--- config.mk ---
export PLATFORM = sky130hd
export DESIGN_NAME = digital_clock_with_set_mode
export DESIGN_NICKNAME = d
export VERILOG_FILES = /design/src/rtl/core/dcsm_pkg.sv /design/src/rtl/core/dcsm_core.sv /design/src/rtl/core/dcsm_display.sv /design/src/rtl/core/digital_clock_with_set_mode.sv
export SDC_FILE = /design/constraint.sdc
export NUM_CORES = 1
export LEC_CHECK = 0
export ABC_AREA = 1
export ABC_CLOCK_PERIOD_IN_PS = 4500
export BUFFER_PORTS_ARGS = -buffer_cell sky130_fd_sc_hd__buf_4
export CORE_ASPECT_RATIO = 1.4
export CORE_UTILIZATION = 46
export DETAILED_ROUTE_END_ITERATION = 10
export PLACE_DENSITY = 0.73
export SLEW_MARGIN = 20
export SYNTH_ARGS = -nofsm -noshare
export SYNTH_HDL_FRONTEND = slang
export SYNTH_SLANG_ARGS = --single-unit
--- constraint.sdc ---
create_clock -name aclk -period 4.5 [get_ports aclk]
set_input_delay 0.45 -clock aclk [delete_from_list [all_inputs] [get_ports aclk]]
set_output_delay 0.45 -clock aclk [all_outputs]
set_load 0.02 [all_outputs]
--- src/rtl/core/dcsm_pkg.sv ---
`default_nettype none
package dcsm_pkg;

    localparam int CNT_W = 16;

    // configuration register indexes
    localparam logic CFG_TICKS_PER_SECOND  = 1'b0;
    localparam logic CFG_BLINK_HALF_PERIOD = 1'b1;

    localparam logic CMD_TICK = 1'b0;

    // pressed-key action codes
    localparam logic [3:0] KEY_ENTER = 4'd1;
    localparam logic [3:0] KEY_NEXT  = 4'd3;
    localparam logic [3:0] KEY_INC   = 4'd5;
    localparam logic [3:0] KEY_DEC   = 4'd6;
    localparam logic [3:0] KEY_APPLY = 4'd7;
    localparam logic [3:0] KEY_EXIT  = 4'd8;

    localparam logic [4:0] HOUR_MAX   = 5'd23;
    localparam logic [5:0] MINSEC_MAX = 6'd59;
    localparam logic [5:0] MINSEC_MOD = 6'd60;
    localparam logic [4:0] HOUR_MOD   = 5'd24;
    localparam logic [3:0] BLANK      = 4'd10;

    typedef enum logic [1:0] {
        FIELD_HOURS   = 2'd0,
        FIELD_MINUTES = 2'd1,
        FIELD_SECONDS = 2'd2
    } field_t;

    // what the display formatter needs after one item
    typedef struct packed {
        logic       set_mode;
        field_t     field;
        logic       blink_on;
        logic [4:0] hh;
        logic [5:0] mm;
        logic [5:0] ss;
        logic [4:0] set_hh;
        logic [5:0] set_mm;
        logic [5:0] set_ss;
    } view_t;

    // tens digit of a value below 64 by compares
    function automatic logic [3:0] tens_of(input logic [5:0] v);
        logic [3:0] t;
        if (v >= 6'd60)      t = 4'd6;
        else if (v >= 6'd50) t = 4'd5;
        else if (v >= 6'd40) t = 4'd4;
        else if (v >= 6'd30) t = 4'd3;
        else if (v >= 6'd20) t = 4'd2;
        else if (v >= 6'd10) t = 4'd1;
        else                 t = 4'd0;
        return t;
    endfunction

endpackage
`default_nettype wire

--- src/rtl/core/dcsm_core.sv ---
`default_nettype none
module dcsm_core (
    input  wire logic                      aclk,
    input  wire logic                      aresetn,
    input  wire logic                      cfg_we,
    input  wire logic                      cfg_idx,
    input  wire logic [dcsm_pkg::CNT_W-1:0] cfg_wdata,
    input  wire logic                      fire,
    input  wire logic                      cmd,
    input  wire logic [3:0]                key,
    output dcsm_pkg::view_t                view
);

    logic [dcsm_pkg::CNT_W-1:0] tps_reg, bhp_reg;
    logic [dcsm_pkg::CNT_W-1:0] sec_cnt_reg, sec_cnt_next, sec_inc;
    logic [dcsm_pkg::CNT_W-1:0] blk_cnt_reg, blk_cnt_next, blk_inc;
    logic [4:0] hh_reg, hh_next, shh_reg, shh_next;
    logic [5:0] mm_reg, mm_next, smm_reg, smm_next;
    logic [5:0] ss_reg, ss_next, sss_reg, sss_next;
    logic       mode_reg, mode_next, blink_reg, blink_next;
    dcsm_pkg::field_t field_reg, field_next;
    logic [3:0] prev_reg, prev_next, pressed;
    logic       sec_fire, blk_fire;
    logic [5:0] ss_inc, mm_inc;
    logic [4:0] hh_inc;

    assign sec_inc  = sec_cnt_reg + 1'b1;
    assign blk_inc  = blk_cnt_reg + 1'b1;
    assign sec_fire = (sec_inc >= tps_reg) || (sec_inc == '0);
    assign blk_fire = (blk_inc >= bhp_reg) || (blk_inc == '0);
    assign ss_inc   = ss_reg + 1'b1;
    assign mm_inc   = mm_reg + 1'b1;
    assign hh_inc   = hh_reg + 1'b1;
    assign pressed  = key & ~prev_reg;

    always_comb begin
        sec_cnt_next = sec_cnt_reg;
        blk_cnt_next = blk_cnt_reg;
        hh_next      = hh_reg;
        mm_next      = mm_reg;
        ss_next      = ss_reg;
        shh_next     = shh_reg;
        smm_next     = smm_reg;
        sss_next     = sss_reg;
        mode_next    = mode_reg;
        blink_next   = blink_reg;
        field_next   = field_reg;
        prev_next    = prev_reg;
        if (cmd == dcsm_pkg::CMD_TICK) begin
            sec_cnt_next = sec_fire ? '0 : sec_inc;
            if (sec_fire) begin
                if (ss_inc >= dcsm_pkg::MINSEC_MOD) begin
                    ss_next = '0;
                    if (mm_inc >= dcsm_pkg::MINSEC_MOD) begin
                        mm_next = '0;
                        hh_next = (hh_inc >= dcsm_pkg::HOUR_MOD) ? '0 : hh_inc;
                    end else begin
                        mm_next = mm_inc;
                    end
                end else begin
                    ss_next = ss_inc;
                end
            end
            blk_cnt_next = blk_fire ? '0 : blk_inc;
            if (blk_fire) blink_next = ~blink_reg;
        end else begin
            prev_next = key;
            unique case (pressed)
                dcsm_pkg::KEY_ENTER: begin
                    shh_next  = hh_reg;
                    smm_next  = mm_reg;
                    sss_next  = ss_reg;
                    mode_next = 1'b1;
                end
                dcsm_pkg::KEY_NEXT: begin
                    if (mode_reg) begin
                        unique case (field_reg)
                            dcsm_pkg::FIELD_HOURS:   field_next = dcsm_pkg::FIELD_MINUTES;
                            dcsm_pkg::FIELD_MINUTES: field_next = dcsm_pkg::FIELD_SECONDS;
                            default:                 field_next = dcsm_pkg::FIELD_HOURS;
                        endcase
                    end
                end
                dcsm_pkg::KEY_INC: begin
                    if (mode_reg) begin
                        unique case (field_reg)
                            dcsm_pkg::FIELD_HOURS:
                                shh_next = (shh_reg >= dcsm_pkg::HOUR_MAX) ? '0 : shh_reg + 1'b1;
                            dcsm_pkg::FIELD_MINUTES:
                                smm_next = (smm_reg >= dcsm_pkg::MINSEC_MAX) ? '0 : smm_reg + 1'b1;
                            dcsm_pkg::FIELD_SECONDS:
                                sss_next = (sss_reg >= dcsm_pkg::MINSEC_MAX) ? '0 : sss_reg + 1'b1;
                            default: ;
                        endcase
                    end
                end
                dcsm_pkg::KEY_DEC: begin
                    if (mode_reg) begin
                        unique case (field_reg)
                            dcsm_pkg::FIELD_HOURS:
                                shh_next = (shh_reg == '0) ? dcsm_pkg::HOUR_MAX : shh_reg - 1'b1;
                            dcsm_pkg::FIELD_MINUTES:
                                smm_next = (smm_reg == '0) ? dcsm_pkg::MINSEC_MAX : smm_reg - 1'b1;
                            dcsm_pkg::FIELD_SECONDS:
                                sss_next = (sss_reg == '0) ? dcsm_pkg::MINSEC_MAX : sss_reg - 1'b1;
                            default: ;
                        endcase
                    end
                end
                dcsm_pkg::KEY_APPLY: begin
                    // applies even outside set mode
                    hh_next   = shh_reg;
                    mm_next   = smm_reg;
                    ss_next   = sss_reg;
                    mode_next = 1'b0;
                end
                dcsm_pkg::KEY_EXIT: mode_next = 1'b0;
                default: ;
            endcase
        end
    end

    always_ff @(posedge aclk) begin
        if (!aresetn) begin
            tps_reg     <= 16'd1000;
            bhp_reg     <= 16'd500;
            sec_cnt_reg <= '0;
            blk_cnt_reg <= '0;
            hh_reg      <= dcsm_pkg::HOUR_MAX;
            mm_reg      <= dcsm_pkg::MINSEC_MAX;
            ss_reg      <= 6'd55;
            shh_reg     <= '0;
            smm_reg     <= '0;
            sss_reg     <= '0;
            mode_reg    <= 1'b0;
            blink_reg   <= 1'b0;
            field_reg   <= dcsm_pkg::FIELD_HOURS;
            prev_reg    <= '0;
        end else begin
            if (cfg_we) begin
                if (cfg_idx == dcsm_pkg::CFG_TICKS_PER_SECOND) tps_reg <= cfg_wdata;
                else                                           bhp_reg <= cfg_wdata;
            end
            if (fire) begin
                sec_cnt_reg <= sec_cnt_next;
                blk_cnt_reg <= blk_cnt_next;
                hh_reg      <= hh_next;
                mm_reg      <= mm_next;
                ss_reg      <= ss_next;
                shh_reg     <= shh_next;
                smm_reg     <= smm_next;
                sss_reg     <= sss_next;
                mode_reg    <= mode_next;
                blink_reg   <= blink_next;
                field_reg   <= field_next;
                prev_reg    <= prev_next;
            end
        end
    end

    // view reflects the state after this item
    always_comb begin
        view.set_mode = mode_next;
        view.field    = field_next;
        view.blink_on = blink_next;
        view.hh       = hh_next;
        view.mm       = mm_next;
        view.ss       = ss_next;
        view.set_hh   = shh_next;
        view.set_mm   = smm_next;
        view.set_ss   = sss_next;
    end

endmodule
`default_nettype wire

--- src/rtl/core/dcsm_display.sv ---
`default_nettype none
module dcsm_display (
    input  wire dcsm_pkg::view_t view,
    output logic [23:0]          digits
);

    logic [5:0] val [3];
    logic       blank [3];
    logic [3:0] tens [3];
    logic [3:0] ones [3];
    logic       dark;

    assign dark = view.set_mode && !view.blink_on;

    always_comb begin
        if (view.set_mode) begin
            val[0] = {1'b0, view.set_hh};
            val[1] = view.set_mm;
            val[2] = view.set_ss;
        end else begin
            val[0] = {1'b0, view.hh};
            val[1] = view.mm;
            val[2] = view.ss;
        end
        blank[0] = dark && (view.field == dcsm_pkg::FIELD_HOURS);
        blank[1] = dark && (view.field == dcsm_pkg::FIELD_MINUTES);
        blank[2] = dark && (view.field == dcsm_pkg::FIELD_SECONDS);
        for (int i = 0; i < 3; i++) begin
            tens[i] = dcsm_pkg::tens_of(val[i]);
            ones[i] = 4'(val[i] - 6'(tens[i]) * 6'd10);
            if (blank[i]) begin
                tens[i] = dcsm_pkg::BLANK;
                ones[i] = dcsm_pkg::BLANK;
            end
        end
    end

    assign digits = {ones[2], tens[2], ones[1], tens[1], ones[0], tens[0]};

endmodule
`default_nettype wire

--- src/rtl/core/digital_clock_with_set_mode.sv ---
// channel   dir  handshake            payload
// s_        in   s_tvalid/s_tready    tuser: cmd; tdata: key_code
// m_        out  m_tvalid/m_tready    tuser: in_set_mode, selected_field; tdata: six digits
// cfg_      in   cfg_valid/cfg_ready  cfg_index, cfg_data (16 bits)
//
// One item per cycle while m_tready keeps the result flowing; the input register takes the item
// at the transfer, and the state update and digit split then go into the result register once
// that register is empty or its result is taken.
// aresetn is synchronous: time 23:59:55, 1000 ticks/s, blink 500 ticks.
// A stalled result holds; one more item is taken into the input register meanwhile.
// cfg_ready is always high.
`default_nettype none
module digital_clock_with_set_mode (
    input  wire logic        aclk,
    input  wire logic        aresetn,
    input  wire logic        s_tvalid,
    output logic             s_tready,
    input  wire logic [7:0]  s_tdata,   // [3:0] key_code, [7:4] zero
    input  wire logic [0:0]  s_tuser,   // [0] cmd
    output logic             m_tvalid,
    input  wire logic        m_tready,
    output logic [23:0]      m_tdata,   // from bit 0 up: hour tens, hour ones, minute tens,
                                        // minute ones, second tens, second ones, 4 bits each
    output logic [2:0]       m_tuser,   // [0] in_set_mode, [2:1] selected_field
    input  wire logic        cfg_valid,
    output logic             cfg_ready,
    input  wire logic        cfg_index,
    input  wire logic [15:0] cfg_data
);

    logic            in_vld_reg, out_vld_reg;
    logic            in_cmd_reg;
    logic [3:0]      in_key_reg;
    logic            adv, fire;
    logic [23:0]     digits, digits_reg;
    logic [2:0]      user_reg;
    dcsm_pkg::view_t view;

    assign adv       = !out_vld_reg || m_tready;
    assign fire      = in_vld_reg && adv;
    assign s_tready  = !in_vld_reg || adv;
    assign cfg_ready = 1'b1;

    dcsm_core u_core (
        .aclk      (aclk),
        .aresetn   (aresetn),
        .cfg_we    (cfg_valid),
        .cfg_idx   (cfg_index),
        .cfg_wdata (cfg_data),
        .fire      (fire),
        .cmd       (in_cmd_reg),
        .key       (in_key_reg),
        .view      (view)
    );

    dcsm_display u_disp (
        .view   (view),
        .digits (digits)
    );

    always_ff @(posedge aclk) begin
        if (!aresetn) begin
            in_vld_reg  <= 1'b0;
            out_vld_reg <= 1'b0;
        end else begin
            if (s_tready) in_vld_reg <= s_tvalid;
            if (adv)      out_vld_reg <= in_vld_reg;
        end
    end

    always_ff @(posedge aclk) begin
        if (s_tready) begin
            in_cmd_reg <= s_tuser[0];
            in_key_reg <= s_tdata[3:0];
        end
        if (fire) begin
            digits_reg <= digits;
            user_reg   <= {view.field, view.set_mode};
        end
    end

    assign m_tvalid = out_vld_reg;
    assign m_tdata  = digits_reg;
    assign m_tuser  = user_reg;

endmodule
`default_nettype wire

After elaboration in Yosys (flattened, before gate mapping):

Index checks and enable logic that the tools add are counted.

* input bits: 31
* bits in registers: 140

* multiplexer cells: 68
* equality and inequality tests: 10
* bitwise logic cells: 5
* $lt $le $gt $ge: 26
* multiply operators: 3
* add/sub/neg operators: 14
* reductions and logical operators: 24

Operators with widths (count)
* $mux W6: 23
* $mux W5: 13
* $ge A6 B6 Y1 const B: 10
* $mux W4: 15
* $pmux W6 S3: 2
* $add A16 B1 Y16 const B: 2
* $ge A16 B16 Y1: 2
* $logic_not A16 Y1: 2
* $mux W16: 2
* $add A6 B1 Y6 const B: 4
* $ge A6 B5 Y1 const B: 4
* $ge A5 B5 Y1 const B: 4
* $ge A5 B6 Y1 const B: 3
* $mux W17: 1
* $pmux W5 S3: 1
* $eq A4 B3 Y1 const B: 3
* $ge A6 B4 Y1 const B: 2
* $logic_not A6 Y1: 2
* $mul A4 B3 Y3 const B: 3
* $sub A4 B4 Y4: 3
* $sub A6 B1 Y6 const B: 2
* $add A5 B1 Y5 const B: 2
* $reduce_and A2 Y1: 4
* $mux W1: 6
* other kinds (19): 35

Longest topological paths before layout:

Gate-level depths: netlist (run 1).

* depth in word-level cells: 17
* gate-level depth with buffers: 37
* depth with buffers taken out: 36

Hierarchy:

A second synthesis (run 1) with hierarchy kept.

* cells, all modules: 1518
* area total of the unflattened synthesis: 9954.5 sq um

Modules (own cells, without submodules)
* dcsm_core: sequential area each 2122.0 sq um, cells an instance 1292, instances 1, area an instance 7981.4 sq um
* digital_clock_with_set_mode: sequential area each 1001.0 sq um, cells an instance 45, instances 1, area an instance 1059.8 sq um
* dcsm_display: sequential area each 0.0 sq um, cells an instance 181, instances 1, area an instance 913.4 sq um

Worst setup path after synthesis (run 1):

No wires, ideal clock.

* path type: reg2reg
* from: register u_core.sec_cnt_reg[0] in the netlist's numbering
* to: register digits_reg[23] (netlist: m_tdata[23]) (data pin)
* path slack: 181 ps
* cell stages (with the launch flop): 31
* clock period less this slack: 4319 ps
* arrival: 4057 ps
* data required time: 4238 ps
* buffers on the path: 1
* path through: dfxtp_1 > ha_1 > nand2_1 > nor2_1 > nand4_1 > nand2_1 > inv_1 > ha_1 > nand2_1 > nor2_1 > nor3b_1 > and3_1 > nor2_2 > nand2_8 > buf_8 > o211ai_1 > nand2_1 > nand2_1 > o21ai_2 > a21oi_1 > nand2_1 > nand2_1 > nand2_1 > nand2_1 > inv_1 > ha_1 > fa_1 > xor2_1 > inv_1 > nand3_1 > nand3_1

* longest elaborated chain between the ends: 15
* elaborated cells between the ends (all ways): 21
* classes of those cells: add/sub: 2; mul: 1; order compare: 7; mux: 9; reduce/logical: 2

RTL lines
* from (decl): line dcsm_core.sv:15 `logic [dcsm_pkg::CNT_W-1:0] sec_cnt_reg, sec_cnt_next, sec_inc;`
* from (signal assigned): line dcsm_core.sv:145 `sec_cnt_reg <= sec_cnt_next;`
* $add A16 B1 Y16 *: line dcsm_core.sv:27 `assign sec_inc = sec_cnt_reg + 1'b1;`
* $ge A16 B16 Y1 or $logic_not A16 Y1 (tied branches): line dcsm_core.sv:29 `assign sec_fire = (sec_inc >= tps_reg) || (sec_inc == '0);`
* $logic_or A1 B1 Y1 *: line dcsm_core.sv:29
* $mux W6 *: line dcsm_core.sv:51 `if (sec_fire) begin`
* $mux W6 *: line dcsm_core.sv:49 `if (cmd == dcsm_pkg::CMD_TICK) begin`
* $mux W17 *: line dcsm_display.sv:16 `if (view.set_mode) begin`
* $ge A6 B4 Y1: line dcsm_pkg.sv:53 `else if (v >= 6'd10) t = 4'd1;`
* $mux W1: line dcsm_pkg.sv:53
* $mux W4: line dcsm_pkg.sv:52 `else if (v >= 6'd20) t = 4'd2;`
* $mux W4: line dcsm_pkg.sv:51 `else if (v >= 6'd30) t = 4'd3;`
* $mux W4: line dcsm_pkg.sv:50 `else if (v >= 6'd40) t = 4'd4;`
* $mux W4: line dcsm_pkg.sv:49 `else if (v >= 6'd50) t = 4'd5;`
* $mux W4: line dcsm_pkg.sv:48 `if (v >= 6'd60) t = 4'd6;`
* $mul A4 B3 Y3: line dcsm_display.sv:30 `ones[i] = 4'(val[i] - 6'(tens[i]) * 6'd10);`
* $sub A4 B4 Y4 *: line dcsm_display.sv:30
* to (signal assigned): line digital_clock_with_set_mode.sv:77 `digits_reg <= digits;`
* to (decl): line digital_clock_with_set_mode.sv:35 `logic [23:0] digits, digits_reg;`

Every way passes the cells marked *; elsewhere a longest branch is shown, timed or not.
A chain may end at the register's enable or synchronous reset.

Worst setup path in the final report (run 1):

* from: register u_core.sec_cnt_reg[1] in the netlist's numbering
* to: register digits_reg[15] (netlist: m_tdata[15]) (data pin)

The elaborated chain is that of the path after synthesis.

==> results of run 1 <==
where the power goes:
group	internal (uW)	switching, uW
clock network	929	605
logic	306	521
registers	1370	52.0
total	2600	1180
logic make-up (layout without fill, tap and decap cells):
logic type | count (synthesis) | after routing | synth area share, %
other | 2 | 2 | 0.0795
DFF | 139 | 139 | 32.7
AOI/OAI and AO/OA | 344 | 344 | 20.6
and+or+nand+nor | 572 | 574 | 27.1
xor gates and xnor gates | 24 | 24 | 2.23
adders and majority gates | 50 | 50 | 6.86
buffers and inverters | 251 | 338 | 10.4
routing by layer:
metal	global-route usage, %	up-vias
met5	0	-
met3	4.05	65
met2	43.8	284
li1	-	4753
met1	27.5	4400
met4	12.0	0
cell usage after synthesis (all sizes together) (3+ instances only):
cell / instances
edfxtp: 31
o22ai: 8
nand3: 93
buf: 14
o21bai: 4
dfxtp: 108
o2111ai: 3
inv: 197
clkbuf: 38
nand4: 18
or2: 5
o21ai: 141
ha: 47
nand2: 354
o211ai: 36
xor2: 20
fa: 3
nor2: 84
a211oi: 3
xnor2: 4
a21oi: 136
nor3: 10
worst register-to-register path, delay by kind of cell (launching register included):
family / cells / cell delay (ns)
buffers and inverters: 7 / 0.54
adders and majority gates: 4 / 0.96
xor gates and xnor gates: 1 / 0.17
DFF: 1 / 0.40
and+or+nand+nor: 21 / 2.03
AOI/OAI and AO/OA: 1 / 0.13
stage by stage:
step	setup slack, ns	instances	hold slack, ns
final	0.0115	1723	0.188
after detailed placement	-0.0575	1677	0.447
after global placement	-0.0303	1677	0.441
after floorplan	0.181	1382	0.429
after CTS	0.0121	1709	0.182
after global routing	-0.246	1723	0.182
final cells by class:
type                    count  area, sq um
inverters                 199          747
clock inverters            11          141
clock buffers              21          503
well taps                 252          315
repair buffers            107          856
multi-input cells         994         5760
fillers                  1854         8550
flip-flops and latches    139         3120
final timing paths:
path,start,end,slack (ns),depth (start not counted)
max reg2reg,u_core.sec_cnt_reg[1],m_tdata[15],0.01,34
min reg2reg,u_core.prev_reg[1],u_core.prev_reg[1],0.46,2
min,s_tdata[2],in_key_reg[2],0.19,1
max,u_core.sec_cnt_reg[1],m_tdata[15],0.01,34
what timing repair did:
item | CTS | global route
gates resized for setup | 10 | 103
gates cloned | 0 | 3
endpoints found under the setup margin | 4 | 13
pin swaps | 2 | 45
setup buffers | 0 | 11
==> impl_metrics.tcl, run 1 <==
set metrics [dict create \
    cts_tree "yes" \
    ant_nets 0 \
    cpMostUsedCell "nand2_1" \
    wl_met3_um 1210 \
    final_common_cell "nand2_1" \
    portBuffers 54 \
    ys_seq_elements 139 \
    async_flop_share_pct 0 \
    path_max_fanout 5 \
    path_buf_inv 7 \
    root_buffer "clkbuf_16" \
    netlist_area_sq_um 9450 \
    criticalPathCategory "reg -> reg" \
    p_total_uw 3780 \
    vias 9502 \
    routed_wl_um 25900 \
    finalWeightedCongestion 0.928 \
    cts_buffer_depth 2 \
    start_util_pct 47.2 \
    insertion_delay_ns 0.44 \
    synth.area.top_cells "dfxtp_1, nand2_1, edfxtp_1" \
    drt_pass1_iterations 7 \
    cp-start-kind "register" \
    synth.largest_area_cell "dfxtp_1" \
    m1WireLength_um 10200 \
    grt_max_degree 60 \
    grt_overflow 0 \
    wl_met2_um 13500 \
    cap_violations 0 \
    setup_viol 0 \
    cp.required_ns 4.68 \
    boundaryPins 61 \
    end_kind "register" \
    die_x_um 123 \
    route.detailed.drc 0 \
    grt_pass1_vias 8693 \
    relSlewSlack_pct 44.9 \
    worst_slew_pin_slew_ns 0.823 \
    postPlaceCellArea_sq_um 10300 \
    arrival_ns 4.67 \
    finalSetupTns_ns 0 \
    final_cell_mix "nand2_1, inv_1, a21oi_1" \
    dr.max_layer_used "met4" \
    critPathSlowestCell "dfxtp_4" \
    grt.total_usage_pct 24.4 \
    num_antenna_cells 0 \
    slew_viol_final 0 \
    syn_nets 1463 \
    synth.distinct_cells 59 \
    hold_viol 0 \
    cp_top_family "simple AND/OR/NAND/NOR gates" \
    final_layout_size_suffix_gt1_share_pct 20.3 \
    power_leakage_uw 0.00534 \
    timing.fmax_ghz 0.223 \
    area_growth_pct 21.2 \
    rsz0062_at_grt "yes" \
    stdcell_area_sq_um 11400 \
    vias_per_cell 5.51 \
    yosys_warnings 0 \
    syn_inst 1382 \
    die_y_um 172 \
    synth_edf_count 31 \
    drt_iter0_markers 585 \
    synth_area_per_cell_sq_um 6.84 \
    wire_per_inst_um 15.0 \
    core_sq_um 20000 \
    largest_reg_flops 23 \
    hold_class "in -> reg" \
    rows 61 \
    hold_buffers 0 \
    nets 1539 \
    seq_area_frac_synth_pct 32.7 \
    synth_ff_type "dfxtp_1" \
    antenna_found_initial 0 \
    fin_crit_sh_pct 99.7 \
    status "completed" \
    numCtsBuffers 17 \
    clkTransAtPathRegs_ns 0.06 \
    clock-sinks 139 \
    clock_skew_ns 0.00946 \
    synth_top_area_share_pct 22.9 \
    cpPeakStageDelay_ns 0.40 \
    powerDensity_nw_per_um2 330 \
    htreeDepth 4 \
    final_util_pct 57.2 \
    fp.dieArea_sq_um 21100 \
    peakVddDrop_mv 0.226 \
    hpwl_um 18000 \
    grt_pass1_wl_um 40800 \
    min_period_ns 4.49 \
]
(Power assumes the default switching activity.)
==> inputs of run 2 (changes only) <==
--- a/config.mk
+++ b/config.mk
@@ -6,7 +6,7 @@
 export NUM_CORES = 1
 export LEC_CHECK = 0
 export ABC_AREA = 1
-export ABC_CLOCK_PERIOD_IN_PS = 4500
+export ABC_CLOCK_PERIOD_IN_PS = 3900
 export BUFFER_PORTS_ARGS = -buffer_cell sky130_fd_sc_hd__buf_4
 export CORE_ASPECT_RATIO = 1.4
 export CORE_UTILIZATION = 46
==> constraint.sdc (replaced) <==
create_clock -name aclk -period 3.9 [get_ports aclk]
set_input_delay 0.39 -clock aclk [delete_from_list [all_inputs] [get_ports aclk]]
set_output_delay 0.39 -clock aclk [all_outputs]
set_load 0.02 [all_outputs]
==> run 2 against run 1 <==
Against the previous run:
- the flow now finishes with violations (negative setup slack)
- largest cell class unchanged
- flip-flop and latch count is the same
- setup slack lost 0.52 ns
- die area is the same
- combinational power rose by 46%
- final area up 8.8%
- critical path depth is the same
- power is 17% higher
- routed wire length grew 9.4%
- count of clock-buffer cells in the layout unchanged
- fmax rose by 1.9%
==> impl_metrics.tcl, run 2 (synthesis results as in run 1) <==
set metrics [dict create \
    status "finished with violations" \
    violations "negative setup slack" \
    vias_per_cell 5.54 \
    rsz0062_at_grt "yes" \
    fin_cells 1814 \
    final_common_cell "nand2_1" \
    drt_pass1_iterations 5 \
    cpPeakStageDelay_ns 0.37 \
    powerDensity_nw_per_um2 357 \
    ant_nets 0 \
    path_max_fanout 8 \
    root_buffer "clkbuf_16" \
    timing.fmax_ghz 0.227 \
    grt_pass1_wl_um 45700 \
    path_buf_inv 6 \
    portBuffers 54 \
    cap_violations 0 \
    criticalPathCategory "reg -> reg" \
    wire_per_inst_um 15.6 \
    worst_slew_pin_slew_ns 0.857 \
    cp-start-kind "register" \
    relSlewSlack_pct 42.6 \
    finalWeightedCongestion 0.929 \
    finalSetupTns_ns -2.01 \
    start_util_pct 47.2 \
    cp.required_ns 4.09 \
    route.detailed.drc 0 \
    clock-sinks 139 \
    die_x_um 123 \
    grt.total_usage_pct 27.5 \
    stdcell_area_sq_um 12500 \
    grt_max_degree 62 \
    fin_crit_sh_pct 113 \
    cts_tree "yes" \
    area_growth_pct 31.8 \
    nets 1630 \
    clkTransAtPathRegs_ns 0.06 \
    htreeDepth 4 \
    fin_ws_ns -0.506 \
    postPlaceCellArea_sq_um 10800 \
    grt_overflow 0 \
    num_antenna_cells 0 \
    fp.dieArea_sq_um 21100 \
    boundaryPins 61 \
    post-place-cells 1741 \
    hold_class "in -> reg" \
    cpMostUsedCell "nand2_2" \
    hold_viol 0 \
    largest_reg_flops 23 \
    peakVddDrop_mv 0.295 \
    final_cell_mix "nand2_1, buf_4, inv_1" \
    die_y_um 172 \
    rows 61 \
    grt_pass1_vias 9736 \
    end_kind "register" \
    insertion_delay_ns 0.44 \
    clock_skew_ns 0.0118 \
    numCtsBuffers 17 \
    slew_viol_final 0 \
    cp_top_family "simple AND/OR/NAND/NOR gates" \
    setup_viol 6 \
    routed_wl_um 28300 \
    final_layout_size_suffix_gt1_share_pct 29.0 \
    cts_buffer_depth 2 \
    drt_iter0_markers 559 \
    arrival_ns 4.59 \
    hold_buffers 0 \
    min_period_ns 4.41 \
    core_sq_um 20000 \
    power_leakage_uw 0.00576 \
    fill_cells 1785 \
    hpwl_um 19500 \
    vias 10100 \
    critPathSlowestCell "dfxtp_4" \
    antenna_found_initial 0 \
]
## run 2: changes by cell type in the layout (fill, tap and decap cells not counted), sizes merged
| cell | previous run | this run |
|---|---|---|
| nand3 | 93 | 94 |
| buf | 106 | 197 |
| clkbuf | 22 | 21 |
| bufinv | 2 | 0 |
| inv | 204 | 202 |
| clkinv | 4 | 8 |
## run 2: what timing repair did
action / 4_1_cts / 5_1_grt
resized for setup: 95 / 100
setup endpoints to repair: 9 / 25
pin swaps: 38 / 57
buffers inserted: 43 / 15
gates cloned: 3 / 0
## run 2: area by class of cell
type                            instances  area (sq um)  share of cell area (%)
Tap cell                              252           315                    2.53
Sequential cell                       139          3120                    25.1
Clock buffer                           21           493                    3.96
Inverter                              199           749                    6.02
Timing Repair Buffer                  197          1570                    12.6
Clock inverter                         11          80.1                   0.643
Multi-Input combinational cell        995          6120                    49.1
## run 2: per-layer routing
| metal | GRT usage, % | wire length [um] |
|---|---|---|
| met1 | 28.9 | 10600 |
| met2 | 50.2 | 14800 |
| met3 | 4.61 | 1420 |
| met4 | 17.0 | 1560 |
| met5 | 0 | 0 |
## run 2: final timing paths
check,from,endpoint,slack (ns),cells after the start
worst min register to register,u_core.prev_reg[1],u_core.prev_reg[1],0.46,2
worst max-delay path,u_core.sec_cnt_reg[2],m_tdata[15],-0.51,34
worst min-delay path,s_tdata[2],in_key_reg[2],0.12,1
worst max register to register,u_core.sec_cnt_reg[2],m_tdata[15],-0.51,34
## run 2: through the flow
step | hold slack [ns] | power (uW) | worst slack (ns) | util, %
global route | 0.117 | 4660 | -0.687 | 62.3
CTS | 0.119 | 4360 | -0.332 | 60.2
floorplan | 0.429 | 2300 | -0.0677 | -
detailed placement | 0.450 | 2650 | -0.402 | 54.2
finish | 0.123 | 4440 | -0.506 | 62.3
global placement | 0.442 | 2610 | -0.300 | 54.2
## run 2: where the power goes
part | internal (uW) | leakage (uW) | switching (uW)
clock network | 911 | 0.000289 | 678
logic | 507 | 0.00427 | 701
registers | 1580 | 0.00119 | 61.8
total | 3000 | 0.00576 | 1440
